==> config.mk <==
export PLATFORM = sky130hd
export DESIGN_NAME = uuid_text_parser
export DESIGN_NICKNAME = d
export VERILOG_FILES = /design/src/design/uuidtp_pkg.sv /design/src/design/uuid_text_parser.sv /design/src/design/uuidtp_front.sv /design/src/design/uuidtp_fifo.sv /design/src/design/uuidtp_back.sv
export SDC_FILE = /design/constraint.sdc
export NUM_CORES = 1
export LEC_CHECK = 0
export BUFFER_PORTS_ARGS = -buffer_cell sky130_fd_sc_hd__buf_2
export CORE_ASPECT_RATIO = 1.1
export CORE_UTILIZATION = 55
export CTS_CLUSTER_SIZE = 25
export DETAILED_ROUTE_END_ITERATION = 10
export PLACE_DENSITY = 0.88
export SLEW_MARGIN = 25
export SYNTH_ARGS = -nofsm -noshare
export SYNTH_HDL_FRONTEND = slang
export SYNTH_SLANG_ARGS = --single-unit
==> constraint.sdc <==
create_clock -name i_clk -period 11.7 [get_ports i_clk]
set_clock_uncertainty 0.15 [all_clocks]
set_input_delay 0.585 -clock i_clk [delete_from_list [all_inputs] [get_ports i_clk]]
set_output_delay 0.585 -clock i_clk [all_outputs]
set_load 0.02 [all_outputs]
==> src/design/uuidtp_pkg.sv <==
`timescale 1ns / 1ps
// ----------------------------------------------------------------------------
// uuidtp_pkg
// Shared types and constants for the UUID text parser.
// ----------------------------------------------------------------------------
package uuidtp_pkg;

    // One character of text as it enters the block.
    typedef struct packed {
        logic [7:0] char_code;
        logic       last_char;
    } t_char_item;

    // One parse result.
    typedef struct packed {
        logic        parse_ok;
        logic [63:0] id_upper;
        logic [63:0] id_lower;
    } t_result;

    // Character after classification by the front end.
    typedef struct packed {
        logic       is_space;
        logic       is_open;
        logic       is_close;
        logic       is_dash;
        logic       is_hex;
        logic [3:0] hex_val;
        logic       last;
    } t_char_class;

    // Queue status between two stages.
    typedef struct packed {
        logic full;
        logic empty;
    } t_q_status;

    localparam logic [7:0] CHAR_SPACE = 8'h20;
    localparam logic [7:0] CHAR_TAB   = 8'h09;
    localparam logic [7:0] CHAR_CR    = 8'h0D;
    localparam logic [7:0] CHAR_OPEN  = 8'h7B;
    localparam logic [7:0] CHAR_CLOSE = 8'h7D;
    localparam logic [7:0] CHAR_DASH  = 8'h2D;
    localparam logic [7:0] CHAR_0     = 8'h30;
    localparam logic [7:0] CHAR_9     = 8'h39;
    localparam logic [7:0] CHAR_LC_A  = 8'h61;
    localparam logic [7:0] CHAR_LC_F  = 8'h66;
    localparam logic [7:0] CHAR_UC_A  = 8'h41;
    localparam logic [7:0] CHAR_UC_F  = 8'h46;
    localparam logic [3:0] HEX_ALPHA_OFS = 4'd9;

    localparam logic [5:0] BODY_LEN = 6'd36;
    localparam logic [5:0] DASH_POS0 = 6'd8;
    localparam logic [5:0] DASH_POS1 = 6'd13;
    localparam logic [5:0] DASH_POS2 = 6'd18;
    localparam logic [5:0] DASH_POS3 = 6'd23;

endpackage

==> src/design/uuid_text_parser.sv <==
`timescale 1ns / 1ps
// ----------------------------------------------------------------------------
// uuid_text_parser
// Streaming parser for UUID text, one character per item.
// ----------------------------------------------------------------------------
// Usage:
//   Input channel: drive i_item (char_code, last_char) and raise push; the
//   item is taken at a clock edge where push is high and full is low.
//   last_char marks the final character of one text.
//   Result channel: one result per text, after its final character. While
//   empty is low, o_result shows parse_ok and the 128-bit value (zero on a
//   failed parse); raise pop to take it.
// Throughput: one character per cycle; the parse sequencer handles one queued
//   character each cycle, but holds a final character until the result
//   register is free.
// Result path: a final character passes through the queue; the sequencer
//   drains it from the queue and registers the result.
// Stalls: the character queue (FIFO_DEPTH entries) lets input continue
//   while a result waits; only a final character waits for a free result
//   register, and full rises once the queue fills behind it.
// Reset: synchronous, active low; clears the queue, the parse state and the
//   result valid flag, so the first item after reset starts a new text.
// ----------------------------------------------------------------------------
module uuid_text_parser #(
    parameter int FIFO_DEPTH = 4
) (
    input  logic                    i_clk,
    input  logic                    i_rst_n,
    input  logic                    push,
    output logic                    full,
    input  uuidtp_pkg::t_char_item  i_item,
    input  logic                    pop,
    output logic                    empty,
    output uuidtp_pkg::t_result     o_result
);

    uuidtp_pkg::t_char_class w_class_in;    // classified input character
    uuidtp_pkg::t_char_class w_class_q;     // head of the character queue
    uuidtp_pkg::t_q_status   w_q_status;
    logic                    w_q_wr;
    logic                    w_q_pop;

    // Front end: classify each character as it arrives.
    uuidtp_front u_front (
        .i_item  (i_item),
        .o_class (w_class_in)
    );

    assign full   = w_q_status.full;
    assign w_q_wr = push && !w_q_status.full;

    // Decoupling queue between classifier and sequencer.
    uuidtp_fifo #(
        .DEPTH (FIFO_DEPTH)
    ) u_fifo (
        .i_clk     (i_clk),
        .i_rst_n   (i_rst_n),
        .i_wr      (w_q_wr),
        .i_wr_data (w_class_in),
        .i_rd      (w_q_pop),
        .o_rd_data (w_class_q),
        .o_status  (w_q_status)
    );

    // Back end: parse sequencer and result register.
    uuidtp_back u_back (
        .i_clk     (i_clk),
        .i_rst_n   (i_rst_n),
        .i_class   (w_class_q),
        .i_q_empty (w_q_status.empty),
        .o_q_pop   (w_q_pop),
        .i_pop     (pop),
        .o_empty   (empty),
        .o_result  (o_result)
    );

`ifndef SYNTH
    // the queue can never report full and empty together
    a_q_status: assert property (@(posedge i_clk) disable iff (!i_rst_n)
        !(w_q_status.full && w_q_status.empty))
        else $error("character queue full and empty at once");

    // the sequencer only dequeues an entry that exists
    a_pop_nonempty: assert property (@(posedge i_clk) disable iff (!i_rst_n)
        w_q_pop |-> !w_q_status.empty)
        else $error("dequeue from empty character queue");

    // a final character always leaves a result behind
    a_last_result: assert property (@(posedge i_clk) disable iff (!i_rst_n)
        (w_q_pop && w_class_q.last) |=> !empty)
        else $error("final character produced no result");

    // a failed parse reports a zero value
    a_fail_zero: assert property (@(posedge i_clk) disable iff (!i_rst_n)
        (!empty && !o_result.parse_ok) |-> (o_result.id_upper == 64'd0
            && o_result.id_lower == 64'd0))
        else $error("failed parse with nonzero value");
`endif

endmodule

==> src/design/uuidtp_front.sv <==
`timescale 1ns / 1ps
// ----------------------------------------------------------------------------
// uuidtp_front
// Character classifier: whitespace, braces, dash, hex digit and its value.
// ----------------------------------------------------------------------------
module uuidtp_front (
    input  uuidtp_pkg::t_char_item  i_item,
    output uuidtp_pkg::t_char_class o_class
);

    logic [7:0] w_c;
    logic       w_digit;
    logic       w_lower;
    logic       w_upper;

    assign w_c     = i_item.char_code;
    assign w_digit = (w_c >= uuidtp_pkg::CHAR_0) && (w_c <= uuidtp_pkg::CHAR_9);
    assign w_lower = (w_c >= uuidtp_pkg::CHAR_LC_A) && (w_c <= uuidtp_pkg::CHAR_LC_F);
    assign w_upper = (w_c >= uuidtp_pkg::CHAR_UC_A) && (w_c <= uuidtp_pkg::CHAR_UC_F);

    always_comb begin
        o_class.is_space = (w_c == uuidtp_pkg::CHAR_SPACE)
                        || ((w_c >= uuidtp_pkg::CHAR_TAB) && (w_c <= uuidtp_pkg::CHAR_CR));
        o_class.is_open  = (w_c == uuidtp_pkg::CHAR_OPEN);
        o_class.is_close = (w_c == uuidtp_pkg::CHAR_CLOSE);
        o_class.is_dash  = (w_c == uuidtp_pkg::CHAR_DASH);
        o_class.is_hex   = w_digit || w_lower || w_upper;
        // letters: low nibble of 'a'/'A' is 1, so add 9 to get 10
        o_class.hex_val  = w_digit ? w_c[3:0] : (w_c[3:0] + uuidtp_pkg::HEX_ALPHA_OFS);
        o_class.last     = i_item.last_char;
    end

endmodule

==> src/design/uuidtp_fifo.sv <==
`timescale 1ns / 1ps
// ----------------------------------------------------------------------------
// uuidtp_fifo
// Short queue of classified characters between front and back.
// ----------------------------------------------------------------------------
module uuidtp_fifo #(
    parameter int DEPTH = 4
) (
    input  logic                      i_clk,
    input  logic                      i_rst_n,
    input  logic                      i_wr,
    input  uuidtp_pkg::t_char_class   i_wr_data,
    input  logic                      i_rd,
    output uuidtp_pkg::t_char_class   o_rd_data,
    output uuidtp_pkg::t_q_status     o_status
);

    localparam int AW = (DEPTH > 1) ? $clog2(DEPTH) : 1;
    localparam int CW = $clog2(DEPTH + 1);
    localparam logic [AW-1:0] LAST_IDX = AW'(DEPTH - 1);
    localparam logic [CW-1:0] FULL_CNT = CW'(DEPTH);

    uuidtp_pkg::t_char_class r_mem [DEPTH];
    logic [AW-1:0] r_wr_ptr, n_wr_ptr;
    logic [AW-1:0] r_rd_ptr, n_rd_ptr;
    logic [CW-1:0] r_count,  n_count;

    assign o_status.full  = (r_count == FULL_CNT);
    assign o_status.empty = (r_count == '0);
    assign o_rd_data      = r_mem[r_rd_ptr];

    always_comb begin
        n_wr_ptr = r_wr_ptr;
        n_rd_ptr = r_rd_ptr;
        n_count  = r_count;
        if (i_wr) begin
            n_wr_ptr = (r_wr_ptr == LAST_IDX) ? '0 : r_wr_ptr + AW'(1);
        end
        if (i_rd) begin
            n_rd_ptr = (r_rd_ptr == LAST_IDX) ? '0 : r_rd_ptr + AW'(1);
        end
        if (i_wr && !i_rd) begin
            n_count = r_count + CW'(1);
        end else if (!i_wr && i_rd) begin
            n_count = r_count - CW'(1);
        end
    end

    always_ff @(posedge i_clk) begin
        if (!i_rst_n) begin
            r_wr_ptr <= '0;
            r_rd_ptr <= '0;
            r_count  <= '0;
        end else begin
            r_wr_ptr <= n_wr_ptr;
            r_rd_ptr <= n_rd_ptr;
            r_count  <= n_count;
        end
    end

    always_ff @(posedge i_clk) begin
        if (i_wr) begin
            r_mem[r_wr_ptr] <= i_wr_data;
        end
    end

endmodule

==> src/design/uuidtp_back.sv <==
`timescale 1ns / 1ps
// ----------------------------------------------------------------------------
// uuidtp_back
// Parse sequencer: tracks phase and body position, assembles the 128-bit
// value and holds the finished result in an output register.
// ----------------------------------------------------------------------------
module uuidtp_back (
    input  logic                      i_clk,
    input  logic                      i_rst_n,
    input  uuidtp_pkg::t_char_class   i_class,
    input  logic                      i_q_empty,
    output logic                      o_q_pop,
    input  logic                      i_pop,
    output logic                      o_empty,
    output uuidtp_pkg::t_result       o_result
);

    localparam logic [1:0] PH_LEAD  = 2'd0;
    localparam logic [1:0] PH_BODY  = 2'd1;
    localparam logic [1:0] PH_TRAIL = 2'd2;

    logic [1:0]   r_phase,  n_phase;
    logic         r_braced, n_braced;
    logic [5:0]   r_pos,    n_pos;
    logic         r_odd,    n_odd;
    logic [3:0]   r_pend,   n_pend;
    logic [127:0] r_id,     n_id;
    logic         r_failed, n_failed;

    logic                r_out_valid, n_out_valid;
    uuidtp_pkg::t_result r_out,       n_out;

    logic w_slot_free;
    logic w_do_body;
    logic w_dash_slot;
    logic w_ok;

    assign w_slot_free = !r_out_valid || i_pop;
    assign o_q_pop     = !i_q_empty && (!i_class.last || w_slot_free);
    assign o_empty     = !r_out_valid;
    assign o_result    = r_out;

    assign w_dash_slot = (r_pos == uuidtp_pkg::DASH_POS0) || (r_pos == uuidtp_pkg::DASH_POS1)
                      || (r_pos == uuidtp_pkg::DASH_POS2) || (r_pos == uuidtp_pkg::DASH_POS3);

    always_comb begin
        n_phase  = r_phase;
        n_braced = r_braced;
        n_pos    = r_pos;
        n_odd    = r_odd;
        n_pend   = r_pend;
        n_id     = r_id;
        n_failed = r_failed;
        w_do_body = 1'b0;
        w_ok      = 1'b0;
        n_out_valid = r_out_valid && !i_pop;
        n_out       = r_out;

        if (o_q_pop && !r_failed) begin
            unique case (r_phase)
                PH_LEAD: begin
                    if (!i_class.is_space) begin
                        n_phase = PH_BODY;
                        if (i_class.is_open) begin
                            n_braced = 1'b1;
                        end else begin
                            w_do_body = 1'b1;
                        end
                    end
                end
                PH_BODY: begin
                    if (r_pos < uuidtp_pkg::BODY_LEN) begin
                        w_do_body = 1'b1;
                    end else if (r_braced ? i_class.is_close : i_class.is_space) begin
                        n_phase = PH_TRAIL;
                    end else begin
                        n_failed = 1'b1;
                    end
                end
                PH_TRAIL: begin
                    if (!i_class.is_space) begin
                        n_failed = 1'b1;
                    end
                end
                default: begin
                    n_failed = 1'b1;
                end
            endcase

            if (w_do_body) begin
                n_pos = r_pos + 6'd1;
                if (w_dash_slot) begin
                    if (!i_class.is_dash) begin
                        n_failed = 1'b1;
                    end
                end else if (!i_class.is_hex) begin
                    n_failed = 1'b1;
                end else if (!r_odd) begin
                    n_pend = i_class.hex_val;
                    n_odd  = 1'b1;
                end else begin
                    n_id  = {r_id[119:0], r_pend, i_class.hex_val};
                    n_odd = 1'b0;
                end
            end
        end

        if (o_q_pop && i_class.last) begin
            w_ok = !n_failed && ((n_phase == PH_TRAIL)
                || (n_phase == PH_BODY && !n_braced && n_pos == uuidtp_pkg::BODY_LEN));
            n_out_valid    = 1'b1;
            n_out.parse_ok = w_ok;
            n_out.id_upper = w_ok ? n_id[127:64] : 64'd0;
            n_out.id_lower = w_ok ? n_id[63:0]   : 64'd0;
            // start the next text from a clean slate
            n_phase  = PH_LEAD;
            n_braced = 1'b0;
            n_pos    = '0;
            n_odd    = 1'b0;
            n_pend   = '0;
            n_id     = '0;
            n_failed = 1'b0;
        end
    end

    always_ff @(posedge i_clk) begin
        if (!i_rst_n) begin
            r_phase     <= PH_LEAD;
            r_braced    <= 1'b0;
            r_pos       <= '0;
            r_odd       <= 1'b0;
            r_pend      <= '0;
            r_id        <= '0;
            r_failed    <= 1'b0;
            r_out_valid <= 1'b0;
        end else begin
            r_phase     <= n_phase;
            r_braced    <= n_braced;
            r_pos       <= n_pos;
            r_odd       <= n_odd;
            r_pend      <= n_pend;
            r_id        <= n_id;
            r_failed    <= n_failed;
            r_out_valid <= n_out_valid;
        end
    end

    always_ff @(posedge i_clk) begin
        r_out <= n_out;
    end

endmodule
# Word level (Yosys, flattened, before mapping)
# Memory sizes are Yosys's and may differ from the RTL's. A register that Yosys moved wholly into a read port is not among the register bits.
# Cells that the tools add are included.
# Widths: inputs -> output; s select.
totals:
  wordCells: 130
  ram_bits: 40
  n_memories: 1
  output_inout_bits: 131
  latch_bits: 0
  rom_bits: 0
  reg_bits: 280
classes:
  muxes: 42
  eq_ne: 16
  n_bitwise: 3
  n_shift: 0
  addsub: 6
  reduce_logical: 39
  n_lt_le_gt_ge: 9
  div_mod_pow: 0
  mul: 0
memory_table:
  columns: ["name", "depth", "word_bits", "read_ports", "rd_ports_with_merged_regs", "wr", "line", "source"]
  rows:
  - ["u_fifo.r_mem", 4, 10, 1, 1, 1, "uuidtp_fifo.sv:23", "uuidtp_pkg::t_char_class r_mem [DEPTH];"]
ops:
  columns: ["op", "count"]
  rows:
  - ["$mux 128", 5]
  - ["$mux 1", 21]
  - ["$eq 8x6->1 const B", 2]
  - ["$eq 8x7->1 const B", 2]
  - ["$ge 8x7->1 const B", 2]
  - ["$le 8x7->1 const B", 2]
  - ["$mux 2", 8]
  - ["$logic_and 1x1->1", 14]
  - ["$eq 6x4->1 const B", 2]
  - ["$eq 6x5->1 const B", 2]
  - ["$mux 6", 2]
  - ["$logic_not 1->1", 10]
  - ["$logic_or 1x1->1", 9]
  - ["$eq 2x2->1 const B", 4]
  - ["$ge 8x4->1 const B", 1]
  - ["$ge 8x6->1 const B", 1]
  - ["$le 8x4->1 const B", 1]
  - ["$le 8x6->1 const B", 1]
  - ["$add 6x1->6 const B", 1]
  - ["$eq 6x6->1 const B", 1]
  - ["$lt 6x6->1 const B", 1]
  - ["$mux 3", 2]
  - ["$reduce_and 5->1", 1]
  - ["$add 2x1->2 const B", 2]
  - ["other kinds (15)", 18]

# Longest topological paths before layout
# Gate-level depths: netlist of run 1.
depth:
  word_depth: 12
  mapped_depth: 11
  ltp_nobuf: 9

# Hierarchy
# Synthesis of run 1 repeated with hierarchy kept, for this count alone.
unflattened:
  cells_unflattened: 943
  area_unflattened_um2: 12947.4
modules_own_cells:
  columns: ["mod", "cells_per_inst", "area_each_um2", "seq_area_each_um2", "n_inst"]
  rows:
  - ["uuidtp_back", 805, 10725.3, 6756.5, 1]
  - ["uuidtp_fifo", 96, 1900.6, 1381.3, 1]
  - ["uuidtp_front", 41, 307.8, 0.0, 1]
  - ["uuid_text_parser", 1, 13.8, 0.0, 1]

# Least setup slack after synthesis of run 1
# No wires, ideal clock.
synth_timing:
  path_type: "register -> register"
  startpoint: "reg (tool-made name)"
  endpoint: "reg u_back.r_out, in the netlist u_back.o_result[0], enable pin"
  setup_slack_ns: 4.372
  stages_incl_launch_ff: 6
  setup_ns: 0.619
  required_time_ns: 10.931
  synth_period_minus_slack_ns: 7.328
  arrival_ns: 6.559
  path_cell_list: "dfxtp_1 > buf_2 > mux2_2 > a2bb2oi_2 > nand2_1 > nor2_1"
synth_lines:
  columns: ["item", "line", "source"]
  rows:
  - ["to (signal assigned)", "uuidtp_back.sv:149", "r_out <= n_out;"]
  - ["to (decl)", "uuidtp_back.sv:31", "uuidtp_pkg::t_result r_out, n_out;"]

==> flow_summary.toml, run 1 <==
[status]
status = "complete, no violations"

[timing]
slew_headroom = 0.3110
post-route-min-period_ps = 4522
timing.final.ws_setup_ps = 7178
setup_viol = 0
drv_slew = 0
rsz0062_at_grt = "false"
whs_ps = 115.0
hold_violations = 0
period_share = 0.3865
max_freq_ghz = 0.2211
fin_setup_tns_ps = 0
worst_slew_pin_slew_ps = 1034

[floorplan]
initial_core_util = 0.5634
coreArea_um2 = 23000
chipHeight_um = 163.0
dieArea_um2 = 24180
num_io_pins = 144
std_cell_rows = 58
die_x_um = 148.4

[logic_synthesis]
syn_nets = 995
synthCells = 968
ys_ff_latch = 322
syn_area_um2 = 12960
async_flop_share = 0
ys_warn_count = 0
yosysSeqAreaShare = 0.6279
synth.avg_cell_area_um2 = 13.39
synth_edf_count = 169
synthFlopType = "edfxtp_1"
synth_cell_types = 50

[clock_tree]
post_cts.repair.setup_buffers = 0
holdBufCountCts = 0
clkTransAtPathRegs_ps = 60
cts.sinks = 322
cts_made_buffers = 30
ctsLongestPathBuffers = 3
clk_root_buffer_cell = "clkbuf_16"
cts_tree = "built"
htree_levels = 1
cts_resized = 0
clock_latency_ps = 540

[setup_path]
crit_end = "u_back.o_result[41]"
worstSetupPathType = "register to register"
crit_path_start_kind = "register"
r2r-end = "u_back.o_result[41]"
rr_worst_depth = 9
crit_required_ps = 11800
worstPathArrival_ps = 4620
path_max_fanout = 57
r2r_slack_ps = 7180
end_kind = "register"

[route]
routedWlPerCell_um = 17.00
wl_mm = 23.98
vias = 7631
viasPerCell = 5.408
drt_iter0_drc = 500
ant_nets = 0
firstDrtPassIters = 5
drc = 0

[placed_design]
dp_cells = 1354
port_buffers = 143
pre_cts_ws_ps = 7272
place_congestion = 0.8107
hpwl_mm = 15.27

[global_routing]
grt_max_degree = 105
grt_usage = 0.1958
grt_pass1_vias = 7334
globalRouteOverflowTotal = 0
busiest_layer = "met2"
met1_usage = 0.2541
grt_util_met3 = 0.02633
antenna_found_initial = 0
grtUsageMet2 = 0.3457
grt_pass1_wl_mm = 37.81

[cells_and_area]
nFillCells = 1613
final_net_count = 1114
antennaDiodeCount = 0
fin_cells = 1411
drive_gt1_frac = 0.2979
multi_input_area_um2 = 4444
syn_to_final_growth_pct = 14.35
seq_area_um2 = 8138

[flow_run]
max_cap_viol_count = 0

[min_path]
min_path_cells = 1
min_path_type = "primary input to register"
hold_start = "i_item[0]"

[power]
p_leak_nw = 5.856
cellPowerDensity_nw_per_um2 = 244.3
ir_worst_vdd_mv = 0.1846
per-layer routing:
metal | vias to the layer above | share of wire | routed length (µm)
met5 | - | 0 | 0
met4 | 0 | 0.013 | 315
met3 | 25 | 0.040 | 960
met2 | 181 | 0.52 | 12380
met1 | 3735 | 0.43 | 10330
li1 | 3690 | - | -
cell type report:
| type | instances | share of cell area |
|---|---|---|
| Inverter | 13 | 0.003293 |
| Clock buffer | 40 | 0.05867 |
| Multi-Input combinational cell | 566 | 0.2999 |
| Tap cell | 300 | 0.02533 |
| Clock inverter | 16 | 0.007514 |
| Sequential cell | 322 | 0.5491 |
| Timing Repair Buffer | 154 | 0.05623 |
how the worst min path moves through the flow:
stage	to	slack, ps
floorplan	u_back.r_pend[0]	310
global placement	u_back.r_pend[2]	330
detailed placement	u_back.r_pend[2]	350
CTS	u_fifo.r_mem[1][0]	100
global route	u_fifo.r_mem[2][0]	100
finish	u_fifo.r_mem[1][0]	110
cells by family (layout without fill, tap and decap cells):
group / after synthesis / in the layout / synth area share
and+or+nand+nor: 359 / 359 / 0.1727
DFF: 322 / 322 / 0.6279
muxes: 152 / 152 / 0.1254
buffers and inverters: 80 / 223 / 0.03292
AOI/OAI and AO/OA: 29 / 29 / 0.01892
adders and majority gates: 14 / 14 / 0.01409
xor gates and xnor gates: 12 / 12 / 0.008109
registers in the layout, summed over array words and instances, names as in the netlist, named ones only:
register	flops
u_back.r_braced	1
u_fifo.r_rd_ptr	2
u_back.r_odd	1
u_back.o_result	129
u_back.r_pos	6
u_back.r_failed	1
u_fifo.r_mem	40
u_fifo.r_wr_ptr	2
u_back.r_pend	4
u_back.r_phase	2
u_fifo.r_count	3
u_back.r_id	128
u_back.r_out_valid	1
critical path: stages (launching register included):
cell and delay, ps:
dfxtp_1 760, mux2_2 430, a2bb2oi_2 200, nor4b_4 720, a211o_1 230, a22oi_1 100, a31oi_4 210, buf_4 490
buf_4 750, nor3_1 140
stage by stage:
stage	utilization	power [W]	instance area (µm²)
2_1_floorplan	-	0.002402	12960
3_3_place_gp	0.5998	0.002671	13800
3_5_place_dp	0.5999	0.002697	13800
4_1_cts	0.6426	0.003639	14780
5_1_grt	0.6442	0.003772	14820
6_report	0.6442	0.003620	14820
layout by cell type (no fill, tap or decap), types with 3 or more instances in the layout:
cell type	n
a21oi_1	5
and2_1	7
and3_1	4
buf_2	143
buf_4	6
buf_6	4
clkbuf_1	3
clkbuf_16	31
clkbuf_8	6
clkinv_1	9
clkinv_2	3
dfxtp_1	153
edfxtp_1	169
ha_1	13
inv_1	13
mux2_2	3
mux2i_1	141
mux4_2	8
nand2_1	12
nand2b_1	4
nand3_1	3
nand4_1	3
nor2_1	159
nor2b_1	6
nor3_1	27
nor3_2	109
nor3b_1	11
o21ai_0	5
o22a_1	3
or3_1	3
xnor2_1	7
xor2_1	5
Yosys cell counts (2+ instances only):
library cell,instances,area share
or3_1,3,0.0014
nand2_1,12,0.0035
nor3b_1,11,0.0064
dfxtp_1,153,0.24
o22a_1,3,0.0020
nor3_1,27,0.010
a211o_1,2,0.0014
o21ai_0,5,0.0019
xnor2_1,7,0.0047
o21ai_1,2,0.00077
a21oi_1,5,0.0019
nor2_1,161,0.047
mux2i_1,141,0.11
inv_1,13,0.0038
edfxtp_1,169,0.39
mux4_2,8,0.014
ha_1,13,0.013
nand3_1,4,0.0015
buf_4,2,0.0012
buf_2,17,0.0066
and3_1,4,0.0019
nor2b_1,6,0.0029
o311ai_2,2,0.0025
and2_1,7,0.0034
xor2_1,5,0.0034
nor3_2,109,0.084
nand4_1,3,0.0014
buf_6,13,0.011
nand2b_1,4,0.0019
mux2_2,3,0.0026
clkbuf_1,35,0.010
power by group:
part	total (W)	switching (W)	internal (W)	leakage, nW
registers	0.00162	0.000121	0.00150	2.82
logic	0.00105	0.000756	0.000299	2.56
clock network	0.000946	0.000404	0.000542	0.480
No activity file was read; power rests on OpenSTA's default activity.
==> run 2: changes to the inputs <==
- CORE_UTILIZATION: 55 -> 53
- clock period: 11.7 -> 3.8 ns (I/O delays scaled with it)
==> run 2 against run 1 <==
  * Final cell count rose by 2.0%
  * Flip-flop and latch count did not move
  * Maximum frequency rose by 37%
  * Count of clock-buffer cells in the layout is the same
  * Clock power rose to 3.2 times the previous value
  * Core utilization shrank 0.62 points
  * Largest cell class unchanged
  * Setup slack lost 6700 ps
  * Die area increased by 3.7%
  * Hold slack lost 45 ps
==> flow_summary.toml, run 2 (synthesis results as in run 1) <==
[timing]
post-route-min-period_ps = 3304
setup_viol = 0
hold_violations = 0
slew_headroom = 0.5053
worst_slew_pin_slew_ps = 734.3
fin_setup_tns_ps = 0
drv_slew = 0
period_share = 0.8694
max_freq_ghz = 0.3027
rsz0062_at_grt = "false"

[clock_tree]
clk_root_buffer_cell = "clkbuf_16"
htree_levels = 1
post_cts.repair.setup_buffers = 0
ctsLongestPathBuffers = 3
clkTransAtPathRegs_ps = 60
cts_tree = "built"
clock_latency_ps = 550
cts_made_buffers = 30
cts.sinks = 322

[setup_path]
crit_required_ps = 4020
crit_chain = "buf_4 > nor3b_1 > o311ai_2 > nor4b_4 > buf_4 > o21ai_0 > a22oi_1 > a31oi_4 > buf_12 > buf_12 > nor3_1"
cp_slowest_cell = "dfxtp_1"
r2r_slack_ps = 500
path_buf_inv = 4
end_kind = "register"
path_max_fanout = 30
worstSetupPathType = "register to register"
slowest_delay_ps = 450
rr_worst_depth = 11
r2r-end = "u_back.o_result[50]"
cp_top_family = "simple AND/OR/NAND/NOR gates"
crit_path_start_kind = "register"
worstPathArrival_ps = 3520

[power]
seqPwrFrac = 0.432
cellPowerDensity_nw_per_um2 = 752.5
switching_share = 0.3497
p_leak_nw = 6.042
switchingPower_w = 0.004004
comb_power_share = 0.305
clockPowerShare = 0.263
p_int_w = 0.007445
ir_worst_vdd_mv = 0.6691

[global_routing]
antenna_found_initial = 0
grt_pass1_vias = 7803
grt_util_met3 = 0.02582
grt_pass1_wl_mm = 39.62
met1_usage = 0.2511
busiest_layer = "met2"
grtUsageMet2 = 0.3436
grt_usage = 0.1970
grt_max_degree = 130
globalRouteOverflowTotal = 0

[floorplan]
die_x_um = 151.1
std_cell_rows = 59
chipHeight_um = 166.0
coreArea_um2 = 23840
num_io_pins = 144
dieArea_um2 = 25090
initial_core_util = 0.5436

[placed_design]
port_buffers = 143
dp_cells = 1370
postPlaceCellArea_um2 = 14070
place_congestion = 0.8398
hpwl_mm = 15.90

[cells_and_area]
syn_to_final_growth_pct = 17.39
seq_area_um2 = 8138
largest_reg_flops = 129
drive_gt1_frac = 0.3025
layout_common_cells = "edfxtp_1, nor2_1, dfxtp_1"
final_net_count = 1137
final_area_um2 = 15210
final_common_cell = "edfxtp_1"
multi_input_area_um2 = 4444
antennaDiodeCount = 0
fin_cells = 1439
nFillCells = 1721

[route]
viasPerCell = 5.397
drt_iter0_drc = 430
vias = 7767
drc = 0
firstDrtPassIters = 5
wl_mm = 24.78
routedWlPerCell_um = 17.22
ant_nets = 0

[flow_run]
max_cap_viol_count = 0

[status]
status = "complete, no violations"

[min_path]
min_path_cells = 4
min_path_type = "primary input to register"
hold_end = "u_fifo.r_wr_ptr[0]"
hold_start = "push"
==> run 2: cell types whose count changed in the layout (fill, tap and decap cells not counted), moves of 2 or more <==
| cell | change |
|---|---|
| clkbuf_1 | +2 |
| clkinv_1 | -4 |
| buf_6 | -4 |
| buf_12 | +15 |
| bufinv_16 | +2 |
| dlygate4sd3_1 | +13 |
==> run 2: area by class of cell <==
| cell class | instances | share of cell area |
|---|---|---|
| clock inverter | 16 | 0.01135 |
| clock buffer | 40 | 0.05510 |
| timing repair buffer | 177 | 0.07829 |
| sequential | 322 | 0.5349 |
| inverter | 13 | 0.003207 |
| tap | 305 | 0.02508 |
| multi-input combinational | 566 | 0.2921 |
==> run 2: worst max path at each step <==
stage	start	slack [ps]	depth (start not counted)	endpoint
after detailed placement	register	540	11	u_back.o_result[50]
after floorplan	register	80	5	u_back.o_result[0]
after global routing	register	300	11	u_back.o_result[53]
after CTS	register	500	11	u_back.o_result[50]
after global placement	register	680	11	u_back.o_result[44]
final	register	500	11	u_back.o_result[50]
==> run 2: metrics by stage <==
stage | setup slack [ps] | total power (W) | hold WS (ps) | utilization
6_report | 496.3 | 0.01145 | 70.40 | 0.6381
5_1_grt | 299.8 | 0.01196 | 80.94 | 0.6381
4_1_cts | 503.1 | 0.01154 | 44.66 | 0.6381
3_5_place_dp | 542.9 | 0.008519 | 259.5 | 0.5902
3_3_place_gp | 677.4 | 0.008437 | 261.6 | 0.5902
2_1_floorplan | 82.02 | 0.007301 | 138.9 | -
==> run 2: routing by layer <==
layer	wire length [µm]	up-vias	part of all wire
li1	-	3747	-
met1	10230	3795	0.41
met2	12880	178	0.52
met3	1003	47	0.040
met4	656	0	0.026
met5	0	-	0
==> run 2: timing repair <==
item,4_1_cts,5_1_grt
hold buffers,13,0
endpoints found under the hold margin,46,0
gates resized for setup,0,0
==> run 2: worst min-delay path: cells and delay by family <==
| kind | cells | cell delay (ps) |
|---|---|---|
| multiplexers | 1 | 170 |
| buffers and inverters | 1 | 90 |
| AND/OR/NAND/NOR | 2 | 260 |
==> run 2: power by group through the flow <==
stage	Combinational (W)	Sequential (W)	Clock, W
after detailed placement	0.00349	0.00502	0
final	0.00349	0.00495	0.00301
after CTS	0.00353	0.00495	0.00306
after floorplan	0.00154	0.00576	0
after global routing	0.00375	0.00502	0.00319
after global placement	0.00343	0.00501	0
==> run 3: changes to the inputs <==
- CORE_UTILIZATION: 53 -> 55
- CTS_BUF_LIST: not set -> sky130_fd_sc_hd__clkbuf_4 sky130_fd_sc_hd__clkbuf_8
- CTS_CLUSTER_SIZE: 25 -> 8
- PLACE_DENSITY: 0.88 -> 0.78
==> run 3 against run 2 <==
  * Register-to-register slack got worse by 70 ps
  * First-iteration DRC count fell by 2.8%
  * Clock power down 5%
  * Design area shrank 0.95%
  * Sequential share of layout area up 0.51 points
  * Core utilization is 1.7 points higher
  * Count of clock-buffer cells in the layout is 43 higher
  * Highest routed layer unchanged
==> flow_summary.toml, run 3 (synthesis results as in run 1) <==
[cells_and_area]
syn_to_final_growth_pct = 16.28
largest_reg_flops = 129
final_area_um2 = 15070
antennaDiodeCount = 0
final_net_count = 1151
nFillCells = 1673
drive_gt1_frac = 0.3282
final_common_cell = "edfxtp_1"
layout_common_cells = "edfxtp_1, nor2_1, dfxtp_1"

[route]
firstDrtPassIters = 5
viasPerCell = 5.260
routedWlPerCell_um = 16.25
vias = 7685
drt_iter0_drc = 418
drc = 0
ant_nets = 0
wl_mm = 23.73

[power]
cellPowerDensity_nw_per_um2 = 741.6
p_leak_nw = 6.024
ir_worst_vdd_mv = 0.6975

[clock_tree]
cts_made_buffers = 48
ctsLongestPathBuffers = 3
post_cts.repair.setup_buffers = 0
clk_root_buffer_cell = "clkbuf_8"
holdBufCountCts = 12
htree_levels = 2
cts_resized = 0
clkTransAtPathRegs_ps = 60
cts_tree = "built"
cts.sinks = 322
clock_latency_ps = 540

[setup_path]
path_max_fanout = 56
crit_chain = "mux4_2 > nor2_1 > nor4_2 > nor3b_1 > a2111oi_4 > a31oi_4 > buf_12 > nor3_1"
worstSetupPathType = "register to register"
end_kind = "register"
worstPathArrival_ps = 3500
path_buf_inv = 1
crit_path_start_kind = "register"
cp_top_family = "simple AND/OR/NAND/NOR gates"
crit_required_ps = 3920
slowest_delay_ps = 780
cp_slowest_cell = "dfxtp_1"

[global_routing]
grt_pass1_vias = 7497
antenna_found_initial = 0
grt_max_degree = 130
grt_usage = 0.1983
grt_pass1_wl_mm = 38.15
globalRouteOverflowTotal = 0

[floorplan]
dieArea_um2 = 24180
die_x_um = 148.4
coreArea_um2 = 23000
num_io_pins = 144
initial_core_util = 0.5634
chipHeight_um = 163.0
std_cell_rows = 58

[timing]
hold_violations = 0
period_share = 0.8877
drv_slew = 0
setup_viol = 0
worst_slew_pin_slew_ps = 794.1
fin_setup_tns_ps = 0
post-route-min-period_ps = 3373
rsz0062_at_grt = "false"
slew_headroom = 0.4706
max_freq_ghz = 0.2965

[placed_design]
postPlaceCellArea_um2 = 13960
place_congestion = 0.8272
port_buffers = 143
hpwl_mm = 15.11

[min_path]
hold_start = "push"
min_path_type = "primary input to register"

[status]
status = "complete, no violations"

[flow_run]
max_cap_viol_count = 0
==> run 3: cell types whose count changed in the layout (fill, tap and decap cells not counted), sizes merged <==
cell / delta
buf: -3
bufinv: -2
clkbuf: +43
clkinv: -9
dlygate4sd3: -1
inv: -1
==> run 3: final cells by class <==
| cell class | count | area [µm²] | share of cell area |
|---|---|---|---|
| multi-input combinational | 566 | 4444 | 0.2949 |
| sequential | 322 | 8138 | 0.5400 |
| tap | 300 | 375.4 | 0.02491 |
| clock buffer | 83 | 942.2 | 0.06252 |
| timing repair buffer | 173 | 1071 | 0.07107 |
| clock inverter | 4 | 51.30 | 0.003404 |
| inverter | 13 | 48.80 | 0.003238 |
==> run 3: per-layer routing <==
layer	part of all wire	GRT usage
met5	0	0
met4	0.012	0.05530
met3	0.040	0.03697
met2	0.50	0.3387
met1	0.45	0.2579
==> run 3: worst paths after layout <==
kind / to / slack, ps / cells past startpoint
worst min-delay path: u_fifo.r_wr_ptr[1] / 70 / 4
worst max-delay path: u_back.o_result[53] / 430 / 8
worst min register to register: u_back.r_pend[1] / 350 / 2
worst max register to register: u_back.o_result[53] / 430 / 8
==> run 3: where the power goes <==
| group | switching (W) | internal (W) | leakage [nW] | total (W) |
|---|---|---|---|---|
| Sequential | 0.000339 | 0.00462 | 2.82 | 0.00496 |
| Combinational | 0.00237 | 0.000994 | 2.67 | 0.00337 |
| Clock | 0.00123 | 0.00162 | 0.537 | 0.00285 |
==> run 3: worst reg2reg max path: cells and delay by family (launching register included) <==
kind | cells | cell delay, ps
compound gates | 2 | 380
buf+inv | 1 | 360
flops | 1 | 780
mux | 1 | 410
simple gates | 4 | 1040
==> run 3: through the flow <==
stage	util	power [W]	hold WS, ps	std cells	setup slack, ps
after floorplan	-	0.007301	138.9	968	82.02
after global placement	0.6067	0.008384	270.3	1362	493.7
after detailed placement	0.6067	0.008441	270.9	1362	394.4
after CTS	0.6551	0.01130	42.93	1461	388.4
after global routing	0.6551	0.01172	49.05	1461	141.4
final	0.6551	0.01118	67.09	1461	426.8
